==> src/cce_pkg.sv <==
// Package with shared types, constants and arithmetic helpers for the Chebyshev evaluator.
package cce_pkg;

  localparam int MaxCoeffs = 16;
  localparam int IdxW      = $clog2(MaxCoeffs);
  localparam int NumAxes   = 3;
  localparam int CntW      = $clog2(MaxCoeffs + 1);

  localparam logic ActLoad = 1'b0;
  localparam logic ActEval = 1'b1;

  localparam logic [1:0] RegNumCoeff = 2'd0;
  localparam logic [1:0] RegStart    = 2'd1;
  localparam logic [1:0] RegEnd      = 2'd2;

  localparam logic StatusOk    = 1'b0;
  localparam logic StatusRange = 1'b1;

  typedef enum logic [2:0] {
    ST_IDLE,
    ST_DIV,
    ST_FETCH,
    ST_MUL,
    ST_DONE
  } state_t;

  // Control handed from the sequencer to each axis cell.
  typedef struct packed {
    logic       clear;   // zero f1 and f2 at the start of an evaluation
    logic       step;    // apply one recurrence step with the fetched coefficient
    logic       last;    // final step uses tau instead of 2*tau
    logic       accum;   // add the partial product of the previous phase
  } cell_ctrl_t;

  function automatic logic signed [63:0] sat_add(input logic signed [63:0] a,
                                                 input logic signed [63:0] b);
    logic signed [64:0] s;
    s = {a[63], a} + {b[63], b};
    if (s[64] != s[63]) sat_add = s[64] ? {1'b1, 63'd0} : {1'b0, {63{1'b1}}};
    else sat_add = s[63:0];
  endfunction

  function automatic logic signed [63:0] sat_sub(input logic signed [63:0] a,
                                                 input logic signed [63:0] b);
    logic signed [64:0] s;
    s = {a[63], a} - {b[63], b};
    if (s[64] != s[63]) sat_sub = s[64] ? {1'b1, 63'd0} : {1'b0, {63{1'b1}}};
    else sat_sub = s[63:0];
  endfunction

endpackage

==> src/cce_cell.sv <==
// One axis cell: holds f1 and f2 and applies one Clenshaw step using a multiply built from four 32x32 partial products.
module cce_cell (
  input  logic                clk,
  input  cce_pkg::cell_ctrl_t ctrl,
  input  logic        [1:0]   phase,
  input  logic signed [63:0]  tau,
  input  logic signed [63:0]  coeff,
  output logic signed [63:0]  value
);
  import cce_pkg::*;

  logic signed [63:0] f1, f2;
  logic [63:0]  am, bm;
  logic         neg;
  logic [127:0] acc;
  logic [31:0]  pa, pb;
  logic [63:0]  pp;
  logic [127:0] rnd;
  logic [63:0]  rl;
  logic         ovf;
  logic signed [63:0] prod;

  // One 32x32 partial product per phase.
  always_comb begin
    pa = phase[0] ? am[63:32] : am[31:0];
    pb = phase[1] ? bm[63:32] : bm[31:0];
  end

  always_comb begin
    if (ctrl.last) rnd = acc + (128'd1 << 61);
    else           rnd = acc + (128'd1 << 60);
    if (ctrl.last) rl = rnd[125:62]; else rl = rnd[124:61];
    if (ctrl.last) ovf = rnd[127:126] != 2'd0; else ovf = rnd[127:125] != 3'd0;
    if (neg) ovf = ovf || rl > {1'b1, 63'd0};
    else     ovf = ovf || rl[63];
    if (ovf)      prod = neg ? {1'b1, 63'd0} : {1'b0, {63{1'b1}}};
    else if (neg) prod = 64'(-rl);
    else          prod = rl;
  end

  assign value = sat_add(sat_sub(prod, f2), coeff);

  always_ff @(posedge clk) begin
    pp <= pa * pb;
    if (ctrl.clear) begin
      f1  <= '0;
      f2  <= '0;
      am  <= '0;
      bm  <= tau[63] ? 64'(-tau) : tau;
      neg <= 1'b0;
      acc <= '0;
    end else if (ctrl.step) begin
      f2  <= f1;
      f1  <= value;
      am  <= value[63] ? 64'(-value) : value;
      neg <= value[63] != tau[63];
      acc <= '0;
    end else if (ctrl.accum) begin
      // The partial product of the previous phase arrives through the pp register.
      case (phase)
        2'd1:    acc <= acc + {64'd0, pp};
        2'd2:    acc <= acc + {32'd0, pp, 32'd0};
        2'd3:    acc <= acc + {32'd0, pp, 32'd0};
        default: acc <= acc + {pp, 64'd0};
      endcase
    end
  end
endmodule
==> config.mk <==
export PLATFORM = sky130hd
export DESIGN_NAME = cce_cell
export DESIGN_NICKNAME = d
export VERILOG_FILES = /design/src/cce_pkg.sv /design/src/cce_cell.sv
export SDC_FILE = /design/constraint.sdc
export NUM_CORES = 2
export LEC_CHECK = 0
export BUFFER_PORTS_ARGS = -buffer_cell sky130_fd_sc_hd__buf_4
export CAP_MARGIN = 20
export CORE_ASPECT_RATIO = 1.5
export CORE_MARGIN = 1
export CORE_UTILIZATION = 49
export CTS_BUF_LIST = sky130_fd_sc_hd__clkbuf_16
export DETAILED_ROUTE_END_ITERATION = 12
export MAX_ROUTING_LAYER = met4
export PLACE_DENSITY = 0.69
export SYNTH_ARGS = -nofsm -noshare
export SYNTH_HDL_FRONTEND = slang
export SYNTH_SLANG_ARGS = --single-unit
==> constraint.sdc <==
create_clock -name clk -period 23.9 [get_ports clk]
set_clock_uncertainty 0.05 [all_clocks]
set_input_delay 4.78 -clock clk [delete_from_list [all_inputs] [get_ports clk]]
set_output_delay 4.78 -clock clk [all_outputs]
set_load 0.1 [all_outputs]
==> implementation parameters <==
Parameter                              Value

Floorplan
  Area of the die ... between 150000 and 200000 um^2
  Die outline height ... 495 um
  Effective utilization at floorplan ... 49.4%
  Number of I/O pins ... 199
  Cell row count ... between 150 and 200
  Die extent in x ... approximately 330 um
  Core area ... ~160000 um^2

Timing
  Worst Max-Slew Pin Slew ... 1520 ps
  # setup viols final ... 0
  Final period utilization ... 98.2%
  Max Fclk ... 42.6 MHz
  Slack of the critical path ... 428 ps
  Final number of max-transition violations ... 2
  Hold Fails Final Rpt ... 0
  Post-route worst hold slack ... 409 ps
  Shortest period the worst path allows ... 23470 ps
  Headroom to the max-slew limit ... -1.43%

Logic synthesis
  Yosys warning total ... 0
  Cells after synthesis ... just over 10k
  Net count after synthesis ... 11.8k
  Netlist Area Pre-Place ... roughly 80000 um^2
  Seq/Total Area, Yosys ... 12.1%
  Avg Inst Size Synth ... 7.82 um^2
  Most common flop cell mapped by yosys ... sky130_fd_sc_hd__dfxtp_1
  Number of synthesized register bits ... 448
  Post-synth ARST share ... 0%
  Distinct cell type count after synthesis ... 110
  Number of flops mapped to enable cells by yosys ... 64

Setup path
  Critical path launch point ... ctrl[1]
  Required time worst endpoint ... 19070 ps
  Source of the worst register-to-register timing path ... acc[73]$_SDFFE_PP0P_
  Largest driver fanout on the critical path ... 29
  Critical Path Start Type ... input port
  Endpoint class of the critical path ... primary output
  Most used cell, CP ... sky130_fd_sc_hd__buf_4
  Cell at the slowest stage of the critical path ... sky130_fd_sc_hd__nor3_1
  Arrival time at the worst endpoint ... 18640 ps
  Slowest cell delay on critical path ... 740 ps
  Path type of the worst setup path ... input port to primary output

Clocking
  Depth of the CTS H-tree ... 2
  Clock input transition at the sequential cells of the worst setup and hold paths ... approximately 60 ps
  Clk sink count ... 448
  Post-CTS Hold Buffers ... 0
  Root buf cell ... sky130_fd_sc_hd__clkbuf_16
  CTS buffer count ... 53
  Max Buffers Root-to-Sink ... 3
  Clock latency on the worst-skew pair ... 710 ps
  TritonCTS clock tree ... built

Finish
  End-of-flow core utilization ... 53.2%
  Final standard cell area without fillers ... 85500 um^2
  Relative area change from synthesis to final layout ... 7.84%
  Filler cells ... roughly 15k
  Post-layout net count ... around 12k
  Proportion of layout cells with a drive suffix above 1 ... 7.56%

Outcome
  Failing checks ... max-slew violations
  Result of the run ... finished, violations left

Routing
  Post-DR vias/cell ... 6.49
  Wire per inst ... slightly below 30 um
  Vias after detailed routing ... around 79k
  Detail Route Antenna Nets ... 0
  Detailed-route DRC error count ... 0
  Pre-antenna DRT Iters ... 10
  Wire length reported by the detailed router ... 364000 um
  Iteration-0 DRC count of the detailed router ... 8462

GRT
  Number of global-route vias before repair ... ~79k
  Overflow left after global routing ... 0
  Global-route usage over all layers ... 45.9%
  Pin count of the biggest net entering global routing ... 141
  Initial antenna violation count ... 40
  Wire length of the first global-routing pass ... 531000 um

Worst hold path
  Min-delay src ... acc[19]$_SDFFE_PP0P_
  Type of the most critical hold path ... flip-flop to flip-flop

Place
  Area of placed instances ... 83100 um^2
  DPL Wire Length ... between 200000 and 300000 um
  Final GP Congestion ... between 1 and 1.5
  Setup slack at placement ... 387 ps
  Port buffer count ... 198

Flow run
  Max-Cap Viols ... 0
[placed cells by master, fill, tap and decap left out, types with 40 or more instances in the layout]
cell type / count
sky130_fd_sc_hd__and2_1: 100
sky130_fd_sc_hd__nor4_1: 76
sky130_fd_sc_hd__nand3_1: 187
sky130_fd_sc_hd__o31ai_1: 68
sky130_fd_sc_hd__nand2_1: 1389
sky130_fd_sc_hd__edfxtp_1: 64
sky130_fd_sc_hd__a22o_1: 40
sky130_fd_sc_hd__mux2i_1: 154
sky130_fd_sc_hd__fa_1: 901
sky130_fd_sc_hd__o21a_1: 60
sky130_fd_sc_hd__clkbuf_16: 54
sky130_fd_sc_hd__nor3_1: 211
sky130_fd_sc_hd__inv_1: 1159
sky130_fd_sc_hd__nor2_1: 768
sky130_fd_sc_hd__xnor2_1: 338
sky130_fd_sc_hd__diode_2: 41
sky130_fd_sc_hd__nand2b_1: 61
sky130_fd_sc_hd__o21bai_1: 57
sky130_fd_sc_hd__o21ai_0: 492
sky130_fd_sc_hd__and3_1: 78
sky130_fd_sc_hd__a211oi_1: 88
sky130_fd_sc_hd__ha_1: 588
sky130_fd_sc_hd__a21oi_1: 657
sky130_fd_sc_hd__a31oi_1: 79
sky130_fd_sc_hd__o211ai_1: 45
sky130_fd_sc_hd__xor2_1: 159
sky130_fd_sc_hd__dfxtp_1: 383
sky130_fd_sc_hd__nor2b_1: 55
sky130_fd_sc_hd__buf_4: 435
sky130_fd_sc_hd__nand4_1: 175
sky130_fd_sc_hd__mux2_2: 76
sky130_fd_sc_hd__a21o_1: 271
sky130_fd_sc_hd__or3_1: 68
[state kept, by name (all words and copies together) (netlist names)]
register  flops
acc         128
bm           64
f1           64
f2           64
pp           64
am           63
neg           1
[worst paths after layout]
path / end / slack (ps) / cells after the start
setup / recovery: value[2] / 430 / 50
hold / removal: acc[19]$_SDFFE_PP0P_ / 410 / 2
setup reg to reg: am[52]$_SDFFE_PP0P_ / 6000 / 56
hold reg to reg: acc[19]$_SDFFE_PP0P_ / 410 / 2
[logic make-up (layout without fill, tap and decap cells)]
logic type,after synthesis,in the layout,synth area share [%]
AND/OR/NAND/NOR,3389,3389,19.8
AO/OA/AOI/OAI,2308,2308,18.8
buffers and inverters,1753,1715,8.36
adder cells (fa/ha/maj),1501,1501,32.2
XOR/XNOR,497,497,5.49
flip-flops,448,448,12.1
multiplexers,243,243,3.19
other,0,41,0
[Yosys cell counts, drive strengths merged (167+ instances only)]
library cell / n / share of area, %
nand2: 1392 / 6.6
inv: 1159 / 5.5
fa: 901 / 23
nor2: 778 / 3.7
a21oi: 658 / 4.2
ha: 589 / 9.3
clkbuf: 535 / 2.5
o21ai: 504 / 3.2
dfxtp: 384 / 9.7
xnor2: 338 / 3.7
a21o: 272 / 2.6
nor3: 213 / 1.4
nand3: 187 / 1.2
nand4: 175 / 1.4
mux2i: 167 / 2.1
[cell type report]
type                    count  area (um^2)  area share [%]
diodes                     41          103           0.120
clock buffers              54         1350            1.58
clock inverters            46          621           0.726
inverters                1161         4360            5.10
multi-input cells        7938        63200            74.0
flip-flops and latches    448         9610            11.2
well taps                2093         2620            3.06
repair buffers            454         3600            4.21
[metal layers]
layer / track usage (%) / wire length, um / vias to the layer above / share of wire [%]
met5: - / 0 / - / 0
met4: 39.6 / 39800 / 0 / 11
met3: 11.8 / 33200 / 1564 / 9.1
met2: 70.9 / 166000 / 4570 / 46
met1: 48.8 / 125000 / 38800 / 34
li1: - / - / 34500 / -
[metrics by stage]
stage	setup TNS, ps	cells
2_1_floorplan	0	10100
3_3_place_gp	0	12100
3_5_place_dp	0	12100
4_1_cts	0	12200
5_1_grt	-5.37	12200
6_report	0	12200
[worst max-delay path, delay by kind of cell]
| family | cells | cell delay [ps] |
|---|---|---|
| compound gates | 19 | 5010 |
| xor+xnor | 1 | 200 |
| fa+ha+maj | 3 | 1250 |
| buf+inv | 8 | 1950 |
| mux | 1 | 230 |
| simple gates | 18 | 5170 |
[what timing repair did]
item	in CTS	in global routing
endpoints found under the setup margin	0	42
resized for setup	0	7
buffers inserted	0	0
Power is left out: the tool's default activity adds up to more than one toggle a clock period on the data nets, which glitch-free logic cannot reach.
