## config.mk

```make
export PLATFORM = sky130hd
export DESIGN_NAME = cce_divider
export DESIGN_NICKNAME = d
export VERILOG_FILES = /design/src/cce_divider.sv
export SDC_FILE = /design/constraint.sdc
export NUM_CORES = 1
export LEC_CHECK = 0
export ABC_AREA = 0
export BUFFER_PORTS_ARGS = -buffer_cell sky130_fd_sc_hd__buf_2
export CORE_AREA = 2 2 187 189
export DETAILED_ROUTE_END_ITERATION = 10
export DIE_AREA = 0 0 189 191
export MAX_ROUTING_LAYER = met4
export PLACE_DENSITY = 0.64
export SETUP_SLACK_MARGIN = 0.02
export SYNTH_ARGS = -nofsm -noshare
export SYNTH_HDL_FRONTEND = slang
export SYNTH_SLANG_ARGS = --single-unit
```

## constraint.sdc

```tcl
create_clock -name clk -period 10.1 [get_ports clk]
set_input_delay 0 -clock clk [delete_from_list [all_inputs] [get_ports clk]]
set_output_delay 0 -clock clk [all_outputs]
set_load 0.01 [all_outputs]
```

## src/cce_divider.sv

```systemverilog
// Restoring divider that forms the magnitude of tau one quotient bit per cycle.
module cce_divider (
  input  logic        clk,
  input  logic        rst,
  input  logic        go,
  input  logic [63:0] num,
  input  logic [63:0] den,
  output logic        done,
  output logic [62:0] quo
);
  logic [63:0] rem;
  logic [5:0]  cnt;
  logic        run;
  logic [64:0] sh;

  assign sh = {rem, 1'b0};

  always_ff @(posedge clk) begin
    done <= 1'b0;
    if (rst) begin
      run <= 1'b0;
    end else if (go) begin
      rem <= num;
      quo <= '0;
      cnt <= 6'd0;
      if (den == 64'd0) begin
        quo <= '0;
        done <= 1'b1;
      end else if (num >= den) begin
        quo <= {1'b1, 62'd0};
        done <= 1'b1;
      end else begin
        run <= 1'b1;
      end
    end else if (run) begin
      if (cnt == 6'd62) begin
        run <= 1'b0;
        done <= 1'b1;
        if (rem[63] || {rem, 1'b0} >= {1'b0, den}) quo <= quo + 63'd1;
      end else begin
        cnt <= cnt + 6'd1;
        if (sh >= {1'b0, den}) begin
          rem <= 64'(sh - {1'b0, den});
          quo <= {quo[61:0], 1'b1};
        end else begin
          rem <= sh[63:0];
          quo <= {quo[61:0], 1'b0};
        end
      end
    end
  end
endmodule

```

==> out/qor.csv, run 1 <==
metric;value;unit
pre_cts_ws;5.25;ns
grt_max_degree;107;
hold_depth;3;
setup_violations;0;
wl;41700;um
finalPower;2.17;mW
cts_setup_buffers;0;
final.min_clock_period;4.86;ns
syn_avg_cell_area;8.31;sq um
min_path_type;primary input to flop;
vdd_drop_max;0.000134;V
synth_flop_cell;edfxtp_1;
dp_hpwl;31400;um
via_per_inst;5.83;
cts_resized;0;
crit_buf_inv;1;
dr_total_vias;13300;
critical_path_arrival;5.03;ns
initial_core_util;39.4;%
path_max_fanout;64;
synth_top_area_share;29.7;%
core-area;34100;sq um
final_hold_viol_count;0;
drv_slew;0;
yosysWarnings;0;
fin_setup_tns;0;ns
synth_cell_types;79;
cpMaxStageDelayCell;buf_4;
drtAntennaViolNets;0;
critPathTopFamily;compound AO/OA/AOI/OAI gates;
clock-skew-final;0.0130;ns
synth-seq-area-share;30.0;%
min_to;run;
final_cells;2277;
std_cell_rows;68;
grt_first_pass_wirelength;65100;um
max_slew_margin;25.4;%
fillCellCount;3331;
antenna_found_initial;1;
ctsHoldBuffers;63;
clock_latency;0.44;ns
grt_overflow;0;
combPwrFrac;36.7;%
final_cell_area;15900;sq um
r2r_cells;12;
dieArea;36100;sq um
wl_met2;19300;um
grt_pass1_vias;12400;
placed_area;14700;sq um
worst_pin_slew;1.10;ns
track_usage;23.2;%
topRoutingLayerUsed;met4;
switching_share;37.2;%
status;complete, no violations;
routabilityCongestion;0.953;
finalCritPeriodShare;48.1;%
yosys.area.top_type;edfxtp_1;
drt_iter0_markers;1059;
worstHoldStart;rst;
clock.fmax;0.206;GHz
routedWlPerCell;18.3;um
setup_ws;5.24;ns
synthArstFlopShare;0;%
place_inst;2181;
cts_sinks;135;
r2r-start;rem[15];
required;10.26;ns
io_buffers;194;
synthTopCellsByArea;edfxtp_1, ha_1, a21oi_1;
power_switching;0.809;mW
rsz0062_at_grt;false;
wl_met3;2760;um
syn-num-nets;1882;
leakagePower;6.52;nW
cts_tree;yes;
cts_root_buf;clkbuf_16;
critPathKind;flop to flop;
die_w;189;um
clkTransAtPathRegs;0.07;ns
reg2reg_to;rem[56];
regToRegSetupSlack;5.24;ns
fin_nets;2071;
p_seq_share;34.7;%
drt_first_pass_iters;5;
setup.worst_path.start;rem[15];
cp-end-kind;flop;
synth_edf_count;133;
cpPeakStageDelay;0.65;ns
clockBufferDepth;2;
synthToLayoutAreaGrowth;18.0;%
syn_area;13400;sq um
drive_gt1_share;13.9;%
die_h;191;um
ys_ff_latch;135;
power_density;137;nW/um^2
intPower;1.37;mW
ios;195;
worstSetupStartpointType;flop;
drv_cap;0;
cts_htree_levels;4;
cts_buffers;17;
crit_path_cell_trace;ha_1, a21oi_1, o21ai_0, nor4_2, nand2_2, a311oi_1, a21bo_4, a211oi_2, o21a_4, buf_4, or2_0, o211ai_1;
post-route-drc-count;0;
power.share.clock;28.5;%
syn_inst;1619;
wl_met1;18300;um
## power by group through the flow
stage / sequential (mW) / combinational, mW / clock [mW]
6_report: 0.755 / 0.799 / 0.621
5_1_grt: 0.764 / 0.881 / 0.648
4_1_cts: 0.754 / 0.794 / 0.628
3_5_place_dp: 0.765 / 0.769 / 0
3_3_place_gp: 0.762 / 0.766 / 0
2_1_floorplan: 0.763 / 0.556 / 0
## worst max-delay path by stage
stage,to,slack (ns),depth (start not counted)
floorplan,quo[0],2.27,13
global placement,rem[56],5.33,12
detailed placement,rem[56],5.25,12
CTS,rem[56],5.20,12
global route,rem[45],4.88,12
finish,rem[56],5.24,12
## per-stage QoR
step | hold WS (ns) | utilization (%)
6_report | 0.0214 | 46.5
4_1_cts | 0.00478 | 46.5
2_1_floorplan | 0.190 | -
3_5_place_dp | 0.311 | 43.0
5_1_grt | 0.0364 | 46.5
3_3_place_gp | 0.309 | 43.0
## flip-flops by register name (all words and copies together) (netlist names)
| signal | cells |
|---|---|
| run | 1 |
| rem | 64 |
| done | 1 |
| cnt | 6 |
| quo | 63 |
## placed cells by master (no fill, tap or decap), drive strengths merged, types with 5 or more instances in the layout
cell type    instances
a211oi              20
a21o                64
a21oi              138
a221o               13
a221oi               7
a31oi                7
and2                 9
and3                22
and4                13
buf                201
clkbuf              18
clkinv               8
dlygate4sd3         63
edfxtp             133
ha                 131
inv                 89
nand2              178
nand2b              12
nand3               80
nand3b              46
nand4               46
nor2                99
nor2b               24
nor3                36
nor3b                5
nor4                28
o211ai              24
o21a                10
o21ai               98
o21bai               8
o311ai              40
o31ai                8
or2                  5
or3                  7
xnor2               35
xor2                34
## synthesized netlist by cell type, types with 25 or more instances
master,n
nor2_1,99
a21o_1,64
ha_1,131
nand3b_1,46
a21oi_1,136
nand2_1,176
edfxtp_1,133
xnor2_1,35
inv_1,86
nor4_1,25
o311ai_1,38
xor2_1,34
nor3_1,36
nand4_1,46
nand3_1,80
clkbuf_1,74
o21ai_0,87
## tightest hold or removal path: cells and delay by family
kind,cells,cell delay (ns)
buf+inv,1,0.15
compound gates,2,0.28
## final cells by class
class                   instances  area (sq um)  share of cell area [%]
multi-input cells            1304          8720                    55.0
flip-flops and latches        135          4030                    25.4
repair buffers                264          1660                    10.5
well taps                     455           569                    3.59
clock buffers                  18           429                    2.70
inverters                      86           323                    2.03
clock inverters                14           128                   0.804
diodes                          1          2.50                  0.0158
## layer usage
layer	track usage [%]	vias up
met1	29.6	6291
li1	-	6478
met4	7.99	0
met3	3.27	60
met5	-	-
met2	37.6	445
## logic make-up (layout without fill, tap and decap cells)
group	count (synthesis)	in the layout	synth area share, %
AOI/OAI and AO/OA	475	475	23.5
xor gates and xnor gates	69	69	4.49
adders and majority gates	132	132	12.3
buffers and inverters	180	382	5.35
DFF	135	135	30.0
muxes	7	7	0.549
other	0	1	0
and+or+nand+nor	621	621	23.7
No activity file was read; power rests on OpenSTA's default activity.
==> inputs of run 2 (changes only) <==
PLACE_DENSITY = 0.66   (was 0.64)
clock period = 4.3 ns   (was 10.1 ns; I/O delays follow)
==> run 2 against run 1 <==
Critical path depth fell by 1. Design area rose by 1.2%. Register-to-register slack got worse by 4.8 ns. Clock power rose by 140%. First-iteration DRC count fell by 10%.
==> out/qor.csv, run 2 (same netlist as run 1, synthesis figures left out) <==
metric;value;unit;change
cts_root_buf;clkbuf_16;;
via_per_inst;5.89;;+1.0%
track_usage;23.5;%;+0.34 points
critPathKind;flop to flop;;
drtAntennaViolNets;0;;unchanged
cts_setup_buffers;0;;unchanged
path_max_fanout;7;;-89%
status;complete, no violations;;
grt_max_degree;110;;+2.8%
largest_register_ffs;64;;unchanged
initial_core_util;39.4;%;unchanged
setup.worst_path.start;rem[28];;
worstHoldStart;den[0];;
die_w;189;um;unchanged
drv_slew;0;;unchanged
regToRegSetupSlack;0.46;ns;-4.78 ns
layout_commonest_cell;buf_2;;
ctsHoldBuffers;64;;+1.6%
routedWlPerCell;18.3;um;+0.26%
r2r-start;rem[28];;
dr_total_vias;13500;;+1.4%
required;4.49;ns;-5.77 ns
intPower;3.27;mW;+140%
critical_path_arrival;4.03;ns;-1.00 ns
worst_pin_slew;1.03;ns;-0.0717 ns
reg2reg_to;rem[60];;
cts_htree_levels;4;;unchanged
power_switching;1.91;mW;+140%
crit_path_cell_trace;ha_1, and4_1, nor4b_1, o211ai_1, a41oi_2, o2111ai_1, a311oi_2, a31oi_1, a21oi_2, mux2i_1, o31ai_2;;
dp_hpwl;31900;um;+1.6%
post-route-drc-count;0;;unchanged
rsz0062_at_grt;false;;
clkTransAtPathRegs;0.07;ns;about the same
switching_share;36.9;%;-0.35 points
clockBufferDepth;2;;unchanged
antenna_found_initial;0;;-1
leakagePower;6.61;nW;+1.5%
drt_iter0_markers;952;;-10%
die_h;191;um;unchanged
clock_latency;0.45;ns;about the same
power.share.clock;28.6;%;about the same
most-common-layout-cells;buf_2, nand2_1, a21oi_1, edfxtp_1, ha_1;;
drive_gt1_share;14.7;%;+0.80 points
final.min_clock_period;3.84;ns;-1.02 ns
drt_first_pass_iters;6;;+1
finalCritPeriodShare;89.3;%;+41 points
worstSetupStartpointType;flop;;
drv_cap;0;;unchanged
routabilityCongestion;0.996;;+4.5%
std_cell_rows;68;;unchanged
cts_resized;0;;unchanged
cts_buffers;17;;unchanged
power_density;322;nW/um^2;+140%
setup_violations;0;;unchanged
p_seq_share;34.3;%;-0.4 points
reg_top3;rem: 64 flops, quo: 63 flops, cnt: 6 flops;;
ios;195;;unchanged
cts_tree;yes;;
cts_sinks;135;;unchanged
hold_ws;0.0490;ns;+0.0276 ns
grt_first_pass_wirelength;66400;um;+2.0%
min_path_type;primary input to flop;;
max_slew_margin;30.2;%;+4.8 points
worstSetupEndpoint;rem[60];;
n_antenna_cell;0;;-1
grt_pass1_vias;12700;;+2.4%
regMostFlops;rem;;
cpPeakStageDelay;0.49;ns;-0.16 ns
cp-end-kind;flop;;
synthToLayoutAreaGrowth;19.4;%;
grt_overflow;0;;unchanged
fin_nets;2081;;+0.48%
cpMaxStageDelayCell;a311oi_2;;
clock-skew-final;0.0164;ns;+0.00342 ns
core-area;34100;sq um;unchanged
r2r_cells;11;;-1
vdd_drop_max;0.000343;V;+160%
dieArea;36100;sq um;unchanged
io_buffers;194;;unchanged
final_hold_viol_count;0;;unchanged
clock.fmax;0.260;GHz;+27%
wl;41900;um;+0.66%
combPwrFrac;37.1;%;+0.4 points
final_core_util;47.1;%;+0.55 points
-- run 2: worst max-delay path, delay by kind of cell (launching register included) --
family          cells  cell delay (ns)
compound gates      7             1.71
fa+ha+maj           1             0.46
flops               1             0.40
mux                 1             0.26
simple gates        2             0.75
-- run 2: layer usage --
| metal | part of all wire (%) | track usage (%) | wire, um |
|---|---|---|---|
| met5 | 0 | - | 0 |
| met2 | 47 | 38.4 | 19700 |
| met3 | 6.9 | 3.47 | 2880 |
| met1 | 44 | 30.1 | 18300 |
| met4 | 2.5 | 7.33 | 1040 |
-- run 2: worst min-delay path by stage --
stage | to | slack [ns] | cells after the start
global route | rem[0] | 0.06 | 3
detailed placement | rem[42] | 0.31 | 3
finish | rem[0] | 0.05 | 3
global placement | rem[32] | 0.31 | 3
CTS | rem[0] | 0.03 | 3
floorplan | rem[0] | 0.19 | 2
-- run 2: power by group through the flow --
stage,registers (mW),logic [mW],clock network (mW)
after floorplan,1.79,1.33,0
after global placement,1.79,1.83,0
after detailed placement,1.80,1.84,0
after CTS,1.77,1.90,1.49
after global routing,1.79,2.12,1.54
final,1.77,1.92,1.48
-- run 2: layout make-up --
| cell class | count | area (sq um) |
|---|---|---|
| repair buffers | 274 | 1800 |
| clock inverters | 13 | 120 |
| clock buffers | 19 | 453 |
| well taps | 455 | 569 |
| flip-flops and latches | 135 | 4030 |
| multi-input cells | 1304 | 8760 |
| inverters | 86 | 323 |
| fillers | 3233 | 18100 |
-- run 2: metrics by stage --
stage	worst slack, ns	instance area [sq um]	std cells	setup TNS (ns)	total power [mW]
global route	0.213	16100	2286	0	5.45
finish	0.459	16100	2286	0	5.17
detailed placement	0.555	14800	2190	0	3.64
CTS	0.519	16100	2286	0	5.16
floorplan	-0.418	13500	1619	-26.30	3.11
global placement	0.592	14800	2190	0	3.62
==> inputs of run 3 (changes only) <==
CELL_PAD_IN_SITES_DETAIL_PLACEMENT = 0   (was default)
CELL_PAD_IN_SITES_GLOBAL_PLACEMENT = 1   (was default)
PLACE_DENSITY = 0.83   (was 0.66)
==> run 3 against run 2 <==
Highest routed layer unchanged. Core utilization decreased by 0.15 points. Critical path depth increased by 1. Design area decreased by 0.32%. Flip-flop and latch count unchanged. Die area unchanged. Largest cell class unchanged. Critical endpoint is now rem[57]. Clock skew decreased by 0.0050 ns. Sequential power about the same. First-iteration DRC count increased by 11%. Non-clock buffer count decreased by 4. Via count decreased by 1.1%.
==> out/qor.csv, run 3 (same netlist as run 1, synthesis figures left out) <==
metric;value;unit;change
cts_resized;0;;unchanged
drtAntennaViolNets;0;;unchanged
largest_register_ffs;64;;unchanged
crit_buf_inv;1;;+1
initial_core_util;39.4;%;unchanged
clock_latency;0.44;ns;about the same
grt_busiest_layer;met2;;
power_density;323;nW/um^2;+0.43%
wl;42500;um;+1.2%
r2r-start;rem[15];;
switching_share;36.7;%;-0.16 points
grt_first_pass_wirelength;67600;um;+1.9%
worst_pin_slew;0.911;ns;-0.122 ns
die_w;189;um;unchanged
cts_root_buf;clkbuf_16;;
clockBufferDepth;2;;unchanged
worst-path-stages;12;;+1
final_core_util;46.9;%;-0.15 points
min_path_type;primary input to flop;;
fillCellCount;3346;;+3.5%
reg2reg_to;rem[57];;
critical_path_arrival;4.12;ns;+0.09 ns
cts_buffers;17;;unchanged
r2r_cells;12;;+1
met2_usage;40.1;%;+1.6 points
met1_usage;30.7;%;+0.66 points
cpPeakStageDelay;0.40;ns;-0.09 ns
regToRegSetupSlack;0.37;ns;-0.09 ns
layout_commonest_cell;buf_2;;
required;4.49;ns;about the same
setup_violations;0;;unchanged
vdd_drop_max;0.000280;V;-18%
status;complete, no violations;;
cp-end-kind;flop;;
setup_ws;0.371;ns;-0.0885 ns
dieArea;36100;sq um;unchanged
path_max_fanout;59;;+52
reg_top3;rem: 64 flops, quo: 63 flops, cnt: 6 flops;;
clkTransAtPathRegs;0.07;ns;about the same
synthToLayoutAreaGrowth;19.0;%;
std_cell_rows;68;;unchanged
clock-skew-final;0.0114;ns;-0.00505 ns
critPathTopFamily;compound AO/OA/AOI/OAI gates;;
drv_slew;0;;unchanged
via_per_inst;5.83;;-0.94%
critPathKind;flop to flop;;
drt_first_pass_iters;5;;-1
cts_htree_levels;4;;unchanged
leakagePower;6.59;nW;-0.42%
setup.worst_path.start;rem[15];;
routedWlPerCell;18.6;um;+1.4%
ctsHoldBuffers;63;;-1.6%
max_slew_margin;38.7;%;+8.5 points
worstSetupEndpoint;rem[57];;
intPower;3.28;mW;+0.35%
grt_max_degree;102;;-7.3%
power_switching;1.90;mW;-0.32%
grt_overflow;0;;unchanged
worstHoldStart;rst;;
clock.fmax;0.255;GHz;-2.3%
ios;195;;unchanged
cts_sinks;135;;unchanged
dr_total_vias;13300;;-1.1%
core-area;34100;sq um;unchanged
die_h;191;um;unchanged
worstSetupStartpointType;flop;;
io_buffers;194;;unchanged
grt_pass1_vias;12800;;+1.1%
power.share.clock;28.8;%;+0.2 points
crit_path_cell_trace;ha_1, a21oi_1, o21ai_0, nor4_2, nand2_2, a311oi_1, a21bo_4, a211oi_2, o21a_4, buf_12, nor4_1, a221o_1;;
combPwrFrac;36.9;%;-0.2 points
cts_tree;yes;;
drv_cap;0;;unchanged
routabilityCongestion;0.894;;-10%
rsz0062_at_grt;false;;
track_usage;24.0;%;+0.49 points
most-common-layout-cells;buf_2, nand2_1, a21oi_1, edfxtp_1, ha_1;;
drt_iter0_markers;1054;;+11%
dp_hpwl;32200;um;+0.99%
post-route-drc-count;0;;unchanged
regMostFlops;rem;;
finalCritPeriodShare;91.4;%;+2.1 points
cts_setup_buffers;0;;unchanged
fin_nets;2077;;-0.19%
use_met3;2.81;%;-0.66 points
p_seq_share;34.3;%;about the same
drive_gt1_share;14.3;%;-0.40 points
final_hold_viol_count;0;;unchanged
cpMaxStageDelayCell;edfxtp_1;;
antenna_found_initial;2;;+2
final.min_clock_period;3.93;ns;+0.0885 ns
pre_cts_ws;0.458;ns;-0.0966 ns
[run 3: worst min-delay path by stage]
stage / end / cells past startpoint
global route: done / 4
floorplan: rem[0] / 2
global placement: rem[40] / 3
finish: run / 3
detailed placement: rem[42] / 3
CTS: run / 3
[run 3: power groups by stage]
stage                     combinational [mW]  clock [mW]  sequential, mW
after floorplan                         1.33           0            1.79
after global placement                  1.83           0            1.79
after detailed placement                1.84           0            1.80
after CTS                               1.90        1.50            1.77
after global routing                    2.12        1.55            1.80
final                                   1.91        1.49            1.78
[run 3: layout make-up]
type | instances | area [sq um] | area share [%]
clock buffers | 20 | 437 | 2.73
well taps | 455 | 569 | 3.56
diodes | 2 | 5.00 | 0.0313
clock inverters | 11 | 125 | 0.782
multi-input cells | 1304 | 8760 | 54.7
repair buffers | 270 | 1760 | 11.0
flip-flops and latches | 135 | 4030 | 25.2
inverters | 86 | 323 | 2.02
[run 3: worst min-delay path: cells and delay by family]
kind / cells / cell delay (ns)
buffers and inverters: 1 / 0.15
AO/OA/AOI/OAI: 2 / 0.28
[run 3: metal layers]
layer	up-vias	share of wire [%]	wire, um
met2	405	48	20200
li1	6501	-	-
met5	-	0	0
met3	59	5.4	2290
met1	6353	45	18900
met4	0	2.4	1020
[run 3: stage by stage]
stage	power, mW	TNS (ns)	instances	hold WS, ns	area [sq um]
after detailed placement	3.64	0	2187	0.308	14800
final	5.18	0	2283	0.0213	16000
after global placement	3.62	0	2187	0.310	14800
after CTS	5.17	0	2281	0.00972	16000
after floorplan	3.11	-26.30	1619	0.190	13500
after global routing	5.46	0	2282	0.0476	16000
